==> src/hdl/sie_pkg.sv <==
package sie_pkg;

    localparam int CAPACITY    = 32;
    localparam int VALUE_WIDTH = 32;
    localparam int IDX_W       = (CAPACITY > 1) ? $clog2(CAPACITY) : 1;
    localparam int CNT_W       = $clog2(CAPACITY + 1);

    typedef logic [VALUE_WIDTH-1:0] elem_t;
    typedef logic [IDX_W-1:0]       idx_t;
    typedef logic [CNT_W-1:0]       cnt_t;

    typedef enum logic [1:0] {
        OP_APPEND_A = 2'd0,
        OP_APPEND_B = 2'd1,
        OP_COMPUTE  = 2'd2
    } op_e;

    typedef enum logic [1:0] {
        ST_IDLE,
        ST_FETCH,
        ST_SCAN,
        ST_FLUSH
    } state_t;

    typedef struct packed {
        logic [1:0]         op;
        logic signed [31:0] value;
    } in_t;

    typedef struct packed {
        logic signed [31:0] common_value;
        logic               last;
        logic               empty_res;
        logic               overflow;
    } out_t;

    // Sign-extend the 32-bit input beat and keep the stored width.
    function automatic elem_t widen_value(logic signed [31:0] v);
        logic signed [63:0] wide;
        wide = 64'(v);
        return wide[VALUE_WIDTH-1:0];
    endfunction

    // Stored element back to the 32-bit result field (zero-extend when narrow).
    function automatic logic [31:0] narrow_value(elem_t v);
        logic [63:0] wide;
        wide = 64'(v);
        return wide[31:0];
    endfunction

endpackage

==> src/hdl/set_intersection_engine.sv <==
// Set intersection engine.
// Input channel s_valid/s_ready/s_data carries one op per beat: append s_data.value
// to set A, append it to set B, or compute. An append to a full set is dropped and
// raises the overflow mark carried by the next results. A compute walks the larger
// set (set B on a tie) element by element; each walked element is read in the fetch
// state, then the other set is scanned one entry per cycle from its first entry until
// the first match or its end. Each set store has a single read port.
// Matches leave on m_valid/m_ready/m_data in walk order; the final one has last set.
// A compute with no match yields one beat with empty_res and last set. After the
// final beat is loaded both sets and the overflow mark are cleared.
// s_ready is high only while no compute is running. Results pass through one output
// register: while the receiver stalls, the scan holds on the next match.
// Reset (aresetn low, synchronous) empties both sets and clears the state, the overflow
// mark and the valid flags; set contents are not cleared, only entries below the counts are ever read.
module set_intersection_engine (
    input  logic          aclk,
    input  logic          aresetn,
    input  logic          s_valid,
    output logic          s_ready,
    input  sie_pkg::in_t  s_data,
    output logic          m_valid,
    input  logic          m_ready,
    output sie_pkg::out_t m_data
);

    sie_pkg::state_t state_reg, state_next;

    sie_pkg::cnt_t  count_a_reg, count_b_reg;
    logic           dropped_reg;
    logic           walk_is_a_reg;
    sie_pkg::cnt_t  nwalk_reg, nscan_reg;
    sie_pkg::idx_t  walk_idx_reg, scan_idx_reg;
    logic           pend_valid_reg;
    sie_pkg::elem_t pend_value_reg;
    logic           m_valid_reg;
    sie_pkg::out_t  m_data_reg;

    sie_pkg::elem_t mem_a [sie_pkg::CAPACITY];
    sie_pkg::elem_t mem_b [sie_pkg::CAPACITY];
    sie_pkg::elem_t rdata_a_reg, rdata_b_reg;

    sie_pkg::idx_t  walk_addr, scan_addr, addr_a, addr_b;
    sie_pkg::elem_t walk_rdata, scan_rdata, in_elem;

    logic in_fire, out_free, hit, scan_end, walk_end, a_gt_b;
    logic a_full, b_full, sets_empty;
    logic take_match, elem_done, scan_step, out_load, finish;
    logic we_a, we_b, start_compute;
    sie_pkg::out_t out_next;

    assign in_fire  = s_valid && s_ready;
    assign out_free = !m_valid_reg || m_ready;
    assign in_elem  = sie_pkg::widen_value(s_data.value);

    assign a_full     = (count_a_reg == sie_pkg::cnt_t'(sie_pkg::CAPACITY));
    assign b_full     = (count_b_reg == sie_pkg::cnt_t'(sie_pkg::CAPACITY));
    assign a_gt_b     = (count_a_reg > count_b_reg);
    assign sets_empty = (count_a_reg == '0) || (count_b_reg == '0);

    assign walk_rdata = walk_is_a_reg ? rdata_a_reg : rdata_b_reg;
    assign scan_rdata = walk_is_a_reg ? rdata_b_reg : rdata_a_reg;
    assign hit        = (walk_rdata == scan_rdata);
    assign scan_end   = (sie_pkg::cnt_t'(scan_idx_reg) + sie_pkg::cnt_t'(1)) == nscan_reg;
    assign walk_end   = (sie_pkg::cnt_t'(walk_idx_reg) + sie_pkg::cnt_t'(1)) == nwalk_reg;

    assign addr_a = walk_is_a_reg ? walk_addr : scan_addr;
    assign addr_b = walk_is_a_reg ? scan_addr : walk_addr;

    assign s_ready = (state_reg == sie_pkg::ST_IDLE);
    assign m_valid = m_valid_reg;
    assign m_data  = m_data_reg;

    // Next state
    always_comb begin
        state_next = state_reg;
        unique case (state_reg)
            sie_pkg::ST_IDLE: begin
                if (start_compute) begin
                    state_next = sets_empty ? sie_pkg::ST_FLUSH : sie_pkg::ST_FETCH;
                end
            end
            sie_pkg::ST_FETCH: begin
                state_next = sie_pkg::ST_SCAN;
            end
            sie_pkg::ST_SCAN: begin
                if (elem_done) begin
                    state_next = walk_end ? sie_pkg::ST_FLUSH : sie_pkg::ST_FETCH;
                end
            end
            sie_pkg::ST_FLUSH: begin
                if (out_free) begin
                    state_next = sie_pkg::ST_IDLE;
                end
            end
            default: state_next = sie_pkg::ST_IDLE;
        endcase
    end

    // Datapath control
    always_comb begin
        walk_addr     = walk_idx_reg;
        scan_addr     = scan_idx_reg;
        take_match    = 1'b0;
        elem_done     = 1'b0;
        scan_step     = 1'b0;
        out_load      = 1'b0;
        finish        = 1'b0;
        we_a          = 1'b0;
        we_b          = 1'b0;
        start_compute = 1'b0;
        out_next      = '0;
        out_next.overflow = dropped_reg;
        unique case (state_reg)
            sie_pkg::ST_IDLE: begin
                if (in_fire) begin
                    priority case (s_data.op)
                        sie_pkg::OP_APPEND_A: we_a = !a_full;
                        sie_pkg::OP_APPEND_B: we_b = !b_full;
                        sie_pkg::OP_COMPUTE:  start_compute = 1'b1;
                        default: ;
                    endcase
                end
            end
            sie_pkg::ST_FETCH: begin
                scan_addr = '0;
            end
            sie_pkg::ST_SCAN: begin
                if (hit) begin
                    // hold on the match until the older pending one can leave
                    if (!pend_valid_reg || out_free) begin
                        take_match = 1'b1;
                        elem_done  = 1'b1;
                        out_load   = pend_valid_reg;
                        out_next.common_value = sie_pkg::narrow_value(pend_value_reg);
                    end
                end else if (scan_end) begin
                    elem_done = 1'b1;
                end else begin
                    scan_step = 1'b1;
                    scan_addr = scan_idx_reg + sie_pkg::idx_t'(1);
                end
            end
            sie_pkg::ST_FLUSH: begin
                if (out_free) begin
                    out_load       = 1'b1;
                    finish         = 1'b1;
                    out_next.last  = 1'b1;
                    if (pend_valid_reg) begin
                        out_next.common_value = sie_pkg::narrow_value(pend_value_reg);
                    end else begin
                        out_next.empty_res = 1'b1;
                    end
                end
            end
            default: ;
        endcase
    end

    always_ff @(posedge aclk) begin
        if (!aresetn) begin
            state_reg      <= sie_pkg::ST_IDLE;
            count_a_reg    <= '0;
            count_b_reg    <= '0;
            dropped_reg    <= 1'b0;
            pend_valid_reg <= 1'b0;
            m_valid_reg    <= 1'b0;
        end else begin
            state_reg <= state_next;
            if (we_a) begin
                count_a_reg <= count_a_reg + sie_pkg::cnt_t'(1);
            end
            if (we_b) begin
                count_b_reg <= count_b_reg + sie_pkg::cnt_t'(1);
            end
            if (in_fire && ((s_data.op == sie_pkg::OP_APPEND_A && a_full) ||
                            (s_data.op == sie_pkg::OP_APPEND_B && b_full))) begin
                dropped_reg <= 1'b1;
            end
            if (start_compute) begin
                pend_valid_reg <= 1'b0;
            end else if (take_match) begin
                pend_valid_reg <= 1'b1;
            end
            if (finish) begin
                count_a_reg    <= '0;
                count_b_reg    <= '0;
                dropped_reg    <= 1'b0;
                pend_valid_reg <= 1'b0;
            end
            if (out_load) begin
                m_valid_reg <= 1'b1;
            end else if (m_ready) begin
                m_valid_reg <= 1'b0;
            end
        end
    end

    // Payload and walk bookkeeping
    always_ff @(posedge aclk) begin
        if (start_compute) begin
            walk_is_a_reg <= a_gt_b;
            nwalk_reg     <= a_gt_b ? count_a_reg : count_b_reg;
            nscan_reg     <= a_gt_b ? count_b_reg : count_a_reg;
            walk_idx_reg  <= '0;
        end else if (elem_done) begin
            walk_idx_reg  <= walk_idx_reg + sie_pkg::idx_t'(1);
        end
        if (state_reg == sie_pkg::ST_FETCH) begin
            scan_idx_reg <= '0;
        end else if (scan_step) begin
            scan_idx_reg <= scan_idx_reg + sie_pkg::idx_t'(1);
        end
        if (take_match) begin
            pend_value_reg <= walk_rdata;
        end
        if (out_load) begin
            m_data_reg <= out_next;
        end
    end

    // Set stores: writes only while idle; registered reads every cycle, used only during a compute
    always_ff @(posedge aclk) begin
        if (we_a) begin
            mem_a[count_a_reg[sie_pkg::IDX_W-1:0]] <= in_elem;
        end
        rdata_a_reg <= mem_a[addr_a];
    end

    always_ff @(posedge aclk) begin
        if (we_b) begin
            mem_b[count_b_reg[sie_pkg::IDX_W-1:0]] <= in_elem;
        end
        rdata_b_reg <= mem_b[addr_b];
    end

    a_count_bound: assert property (@(posedge aclk) disable iff (!aresetn)
        count_a_reg <= sie_pkg::cnt_t'(sie_pkg::CAPACITY) &&
        count_b_reg <= sie_pkg::cnt_t'(sie_pkg::CAPACITY))
        else $error("set count beyond capacity");

    a_finish_clears: assert property (@(posedge aclk) disable iff (!aresetn)
        finish |=> (count_a_reg == '0 && count_b_reg == '0 && !dropped_reg))
        else $error("compute did not clear the sets");

    a_empty_is_last: assert property (@(posedge aclk) disable iff (!aresetn)
        m_valid && m_data.empty_res |-> m_data.last && m_data.common_value == '0)
        else $error("empty result without last");

    a_idle_no_pending: assert property (@(posedge aclk) disable iff (!aresetn)
        state_reg == sie_pkg::ST_IDLE |-> !pend_valid_reg)
        else $error("pending match left while idle");

    a_drop_flags: assert property (@(posedge aclk) disable iff (!aresetn)
        in_fire && s_data.op == sie_pkg::OP_APPEND_A && a_full |=> dropped_reg)
        else $error("dropped append not flagged");

endmodule
==> config.mk <==
export PLATFORM = sky130hd
export DESIGN_NAME = set_intersection_engine
export DESIGN_NICKNAME = d
export VERILOG_FILES = /design/src/hdl/sie_pkg.sv /design/src/hdl/set_intersection_engine.sv
export SDC_FILE = /design/constraint.sdc
export NUM_CORES = 2
export LEC_CHECK = 0
export ABC_AREA = 1
export BUFFER_PORTS_ARGS = -buffer_cell sky130_fd_sc_hd__buf_2
export CAP_MARGIN = 20
export CELL_PAD_IN_SITES_DETAIL_PLACEMENT = 0
export CELL_PAD_IN_SITES_GLOBAL_PLACEMENT = 2
export CORE_MARGIN = 8
export CORE_UTILIZATION = 45
export CTS_CLUSTER_SIZE = 8
export DETAILED_ROUTE_END_ITERATION = 8
export GPL_TIMING_DRIVEN = 1
export PLACE_DENSITY_LB_ADDON = 0.1
export SYNTH_ARGS = -nofsm -noshare
export SYNTH_HDL_FRONTEND = slang
export SYNTH_SLANG_ARGS = --single-unit
==> constraint.sdc <==
create_clock -name aclk -period 6.7 [get_ports aclk]
set_input_delay 0.335 -clock aclk [delete_from_list [all_inputs] [get_ports aclk]]
set_output_delay 0.335 -clock aclk [all_outputs]
set_load 0.01 [all_outputs]
======== Word level (Yosys, flattened, before mapping) ========
Memory sizes are Yosys's and may differ from the RTL's. A register that Yosys moved wholly into a read port is not among the register bits.
Cells that the tools add are included.
storage, ports and cells
  word-level logic and storage cells ...... 110
  output and inout bits ................... 37
  memory bits (writable) .................. 2048
  input port bits ......................... 38
  register bits ........................... 107
  memories kept ........................... 2
memories
  name   words  width  read ports  clocked after Yosys merged registers in  wr ports  RTL line                       source
  mem_a  32     32     1           1                                        1         set_intersection_engine.sv:38  sie_pkg::elem_t mem_a [sie_pkg::CAPACITY];
  mem_b  32     32     1           1                                        1         set_intersection_engine.sv:39  sie_pkg::elem_t mem_b [sie_pkg::CAPACITY];
cells by class
  multiplexer cells ....................... 50
  reduce and logical (&&, ||, !) cells .... 21
  $lt $le $gt $ge ......................... 1
  equality and inequality tests ........... 13
  bitwise operators ....................... 1
  add/subtract/negate cells ............... 6
operator list
  cell                   count
  $mux W32               5
  $pmux W32 S2           1
  $mux W34               1
  $eq A32 B32 Y1         1
  $mux W1                29
  $mux W5                4
  $add A5 B1 Y6 const B  2
  $add A6 B1 Y6 const B  2
  $eq A6 B6 Y1           2
  $eq A6 B6 Y1 const B   2
  $logic_not A6 Y1       2
  $mux W6                2
  $add A5 B1 Y5 const B  2
  $mux W2                5
  $pmux W5 S2            1
  $pmux W2 S4            1
  $eq A2 B2 Y1 const B   3
  $gt A6 B6 Y1           1
  $eq A2 B1 Y1 const B   2
  $logic_and A1 B1 Y1    4
  $logic_not A1 Y1       4
  $logic_not A2 Y1       2
  $logic_or A1 B1 Y1     4
  $ne A2 B2 Y1 const B   2
  other kinds (8)        8

======== Logic depth before layout (Yosys ltp) ========
  depth in word-level cells ............... 8
  gate-level depth with buffers ........... 23
  gate-level depth less buffers ........... 21

======== Worst setup path before layout ========
OpenSTA, ideal clock, no wires.
  path kind ............................... reg-to-reg
  from .................................... reg state_reg[0]
  to ...................................... mem mem_a[31][0] in the netlist's numbering, enable pin
  cell stages (with the launch flop) ...... 11
  arrival time ............................ 3.840 ns
  period minus slack after synthesis ...... 4.304 ns
  path slack .............................. 2.396 ns
  required time ........................... 6.237 ns
  path through ............................ dfxtp_1 inv_1 ha_1 nand2_1 nor3_1 inv_1 nor2_1 inv_1 nor2_1 inv_1 nor3_1
on the way
  longest elaborated chain between the ends .. 6
RTL lines
  item                             RTL line                        source
  start, declared                  set_intersection_engine.sv:26   sie_pkg::state_t state_reg, state_next;
  start signal, assigned           set_intersection_engine.sv:161  state_reg <= sie_pkg::ST_IDLE;
  start signal, assigned           set_intersection_engine.sv:168  state_reg <= state_next;
  $logic_not A2 Y1 *               set_intersection_engine.sv:69   assign s_ready = (state_reg == sie_pkg::ST_IDLE);
  net s_ready                      set_intersection_engine.sv:19   output logic s_ready,
  $logic_and A1 B1 Y1              set_intersection_engine.sv:51   assign in_fire = s_valid && s_ready;
  $mux W1                          set_intersection_engine.sv:115  if (in_fire) begin
  $mux W1 *                        set_intersection_engine.sv:113  unique case (state_reg)
  $mux W1 *                        set_intersection_engine.sv:223  if (we_a) begin
  $mux W1 (implied by the code) *  set_intersection_engine.sv:224  mem_a[count_a_reg[sie_pkg::IDX_W-1:0]] <= in_elem;
  end, declared                    set_intersection_engine.sv:38
Mark *: on every way through the listed nets, which the timed path passes. The rest lies on a longest branch.

======== Worst setup path in the final report ========
  from .................................... reg rdata_b_reg[8] (read register of mem_b)
  to ...................................... reg rdata_a_reg[31] (read register of mem_a)
on the way
  longest elaborated chain between the ends .. 5
  elaborated cells on any way between the ends .. 6
RTL lines
  item                         RTL line                                                      source
  start, declared              set_intersection_engine.sv:40                                 sie_pkg::elem_t rdata_a_reg, rdata_b_reg;
  $mux W32 (on tied branches)  set_intersection_engine.sv:60, set_intersection_engine.sv:61
  $eq A32 B32 Y1 *             set_intersection_engine.sv:62                                 assign hit = (walk_rdata == scan_rdata);
  $mux W5 *                    set_intersection_engine.sv:128                                if (hit) begin
  $pmux W5 S2 *                set_intersection_engine.sv:113
  $mux W5 *                    set_intersection_engine.sv:66                                 assign addr_a = walk_is_a_reg ? walk_addr : scan_addr;
  end, declared                set_intersection_engine.sv:40
Every way passes the cells marked *; elsewhere a longest branch is shown, timed or not.
A chain may end at the register's enable or synchronous reset.

==> reports/qor.yml <==
yosysWarningCount: 0
detail_route.vias_per_cell: 5.36
arrival_ns: 6.14
grt_remaining_overflow: 0
drt_first_iter_violations: 8170
post_cts_buffers: 0
period_minus_slack_ns: 5.30
buffer_ports.inserted: 74
crit_path_end_kind: "flop"
cts_root_buf: "sky130_fd_sc_hd__clkbuf_16"
timing.slew.headroom_pct: 20.7
synth_seq_cells: 2219
fin_skew_ns: 0.0495
post_cts_hold_buffer_count: 4
die-width_um: 481
synthesis.area_per_instance_um2: 10.2
clkLatencyLatePin_ns: 0.94
remaining_drc_errors: 0
route.vias.total: 67800
final-setup-viol-count: 0
synth-edff-count: 2128
maximum_number_of_pins_on_one_net_before_global_route_repair: 132
finalCritPeriodShare_pct: 79.1
dr.pass1.iters: 6
nets: 9732
largest_cells_by_area_after_synthesis: "sky130_fd_sc_hd__edfxtp_1 66%, sky130_fd_sc_hd__nand3_1 12%, sky130_fd_sc_hd__inv_1 8.3%"
cts_tree: "yes"
filler_cell_count: 19200
layout_cell_share_with_drive_strength_beyond_1_pct: 7.14
critPathKind: "reg -> reg"
critical_path.max_stage_delay_ns: 0.70
post_cts_resize_count: 0
yosysTopAreaCell: "sky130_fd_sc_hd__edfxtp_1"
critPathSlowestCell: "sky130_fd_sc_hd__dfxtp_1"
crit_top_cell: "sky130_fd_sc_hd__nand2_1"
wl_per_cell_um: 25.7
leakage_nw: 46.6
ys_top_cells_by_count: "2,267 x sky130_fd_sc_hd__nand3_1, 2,150 x sky130_fd_sc_hd__inv_1, 2,146 x sky130_fd_sc_hd__nand2_1, 2,128 x sky130_fd_sc_hd__edfxtp_1, 251 x sky130_fd_sc_hd__buf_2"
syn_area_um2: 97200
clock.fmax_mhz: 189
final-seq-area_um2: 65700
initial_core_util_pct: 45.3
die_height_um: 481
synthesis.nets: 9629
synth-async-reset-ratio_pct: 0
netlist_instances: 9571
antenna_violating_nets_post_route: 0
first_global_vias: 64000
num_io_pins: 75
setup_total_negative_slack_ns: 0
clkTransAtPathRegs_ns: 0.05
synth_largest_type_area_fraction_pct: 65.7
drt-total-wl_mm: 325
yosysMostFrequentCell: "sky130_fd_sc_hd__nand3_1"
preCtsSetupSlack_ns: 1.57
worst_hold_path_type: "in -> reg"
floorplan.die_area_um2: 231000
outcome: "finished clean"
post-dp-hpwl_mm: 175
final.setup.worst_slack_ns: 1.40
grt_first_pass_wirelength_mm: 465
synth.lib_cells_used.distinct: 39
rsz_0062_raised_after_global_routing: "false"
htree_num_levels: 5
grt_antenna_before_repair: 22
clock_sink_count: 2219
drv.max_cap_violation_count: 0
timing_worst_slew_pin_value_ns: 1.18
groute.usage.overall_pct: 27.6
clock_tree.buffer_depth: 4
synth_seq_area_share_pct: 67.6
synth_ff_type: "sky130_fd_sc_hd__edfxtp_1"
worst-path-max-fanout: 25
multi_input_comb_area_um2: 21700
place.gp.congestion: 0.840
startpoint_type: "flop"
timing.final.hold_violations: 0
cts_inserted_buffers: 327
crit_path_cell_trace: "xnor2_1 -> nand2_1 -> nor2_1 -> nand2_1 -> nor2_1 -> nand2_1 -> nand2_2 -> nor2_2 -> nand3_1 -> o21ai_0 -> o21ai_4 -> clkinv_2 -> buf_4 -> buf_4 -> nand3_1 -> nand2_1 -> nand2_1 -> nand2_1"
timing_max_transition_violations_final: 0
layout-area-overhead-vs-synth_pct: 13.4
placement_rows: 170
power_density_nw_per_um2: 387
timing.critical_path.max_delay_family: "simple AND/OR/NAND/NOR gates"
critical_path_required_ns: 7.54
floorplan.core_area_um2: 215000
maximum_resistive_drop_on_vdd_mv: 0.365
critPathBufInv: 3
[report_power, final]
group	switching, mW	internal, mW	leakage [nW]
Sequential	0.442	15.6	19.9
Clock	5.80	9.03	4.32
Combinational	8.78	3.04	22.4
[final cells by class]
cell class | count | share of cell area, %
Multi-Input combinational cell | 4701 | 19.6
Clock inverter | 4 | 0.0420
Clock buffer | 457 | 8.06
Tap cell | 2838 | 3.22
Antenna cell | 5 | 0.0113
Inverter | 2155 | 7.35
Timing Repair Buffer | 270 | 2.07
Sequential cell | 2219 | 59.6
[path summary, 6_finish.rpt]
| path | end | slack (ns) | startpoint | depth (start not counted) |
|---|---|---|---|---|
| max reg2reg | rdata_a_reg[31] | 1.40 | rdata_b_reg[8] | 18 |
| max | rdata_a_reg[31] | 1.40 | rdata_b_reg[8] | 18 |
| min | dropped_reg | 0.07 | s_data[33] | 6 |
| min reg2reg | m_data[0] | 0.51 | dropped_reg | 0 |
[cells by family after synthesis]
logic type / synth area share [%]
buffers and inverters: 10.8
xor gates and xnor gates: 0.306
DFF: 67.6
adders and majority gates: 0.257
and+or+nand+nor: 20.6
AOI/OAI and AO/OA: 0.435
[cells in the final DEF (no fill, tap or decap), drive strengths merged]
master          n
a2111oi         2
a211oi          3
a21oi          21
a31oi           1
buf           266
clkbuf        457
clkinv          6
dfxtp          91
diode           5
dlygate4sd3     4
edfxtp       2128
ha             20
inv          2153
nand2        2147
nand3        2268
nand3b          1
nand4           6
nor2          132
nor3           12
nor3b           3
nor4            1
o2111ai         1
o211a           1
o211ai          1
o21ai          42
o21bai          1
o22ai           1
o311ai          1
o41ai           1
or2             1
xnor2          33
xor2            1
[layer usage]
| layer | global-route usage (%) | part of all wire, % | up-vias |
|---|---|---|---|
| met2 | 42.0 | 44 | 2726 |
| met4 | 7.53 | 2.6 | 0 |
| li1 | - | - | 31100 |
| met1 | 41.2 | 45 | 33500 |
| met5 | 0 | 0 | - |
| met3 | 4.30 | 8.2 | 486 |
[tightest hold or removal path: cells and delay by family]
family,cells,cell delay [ns]
AOI/OAI and AO/OA,2,0.17
buffers and inverters,1,0.17
and+or+nand+nor,3,0.26
[per-stage QoR]
stage	hold WS [ns]	total power [mW]	std cells	utilization, %	area [µm²]
final	0.0688	42.6	12600	51.4	110000
after global routing	0.107	44.4	12600	51.4	110000
after CTS	0.0334	42.8	12600	51.4	110000
after detailed placement	0.511	28.0	12200	47.2	101000
after global placement	0.498	28.0	12200	47.2	101000
after floorplan	0.409	23.2	9571	-	97200
Note: power is estimated with default switching activity, not from simulation.
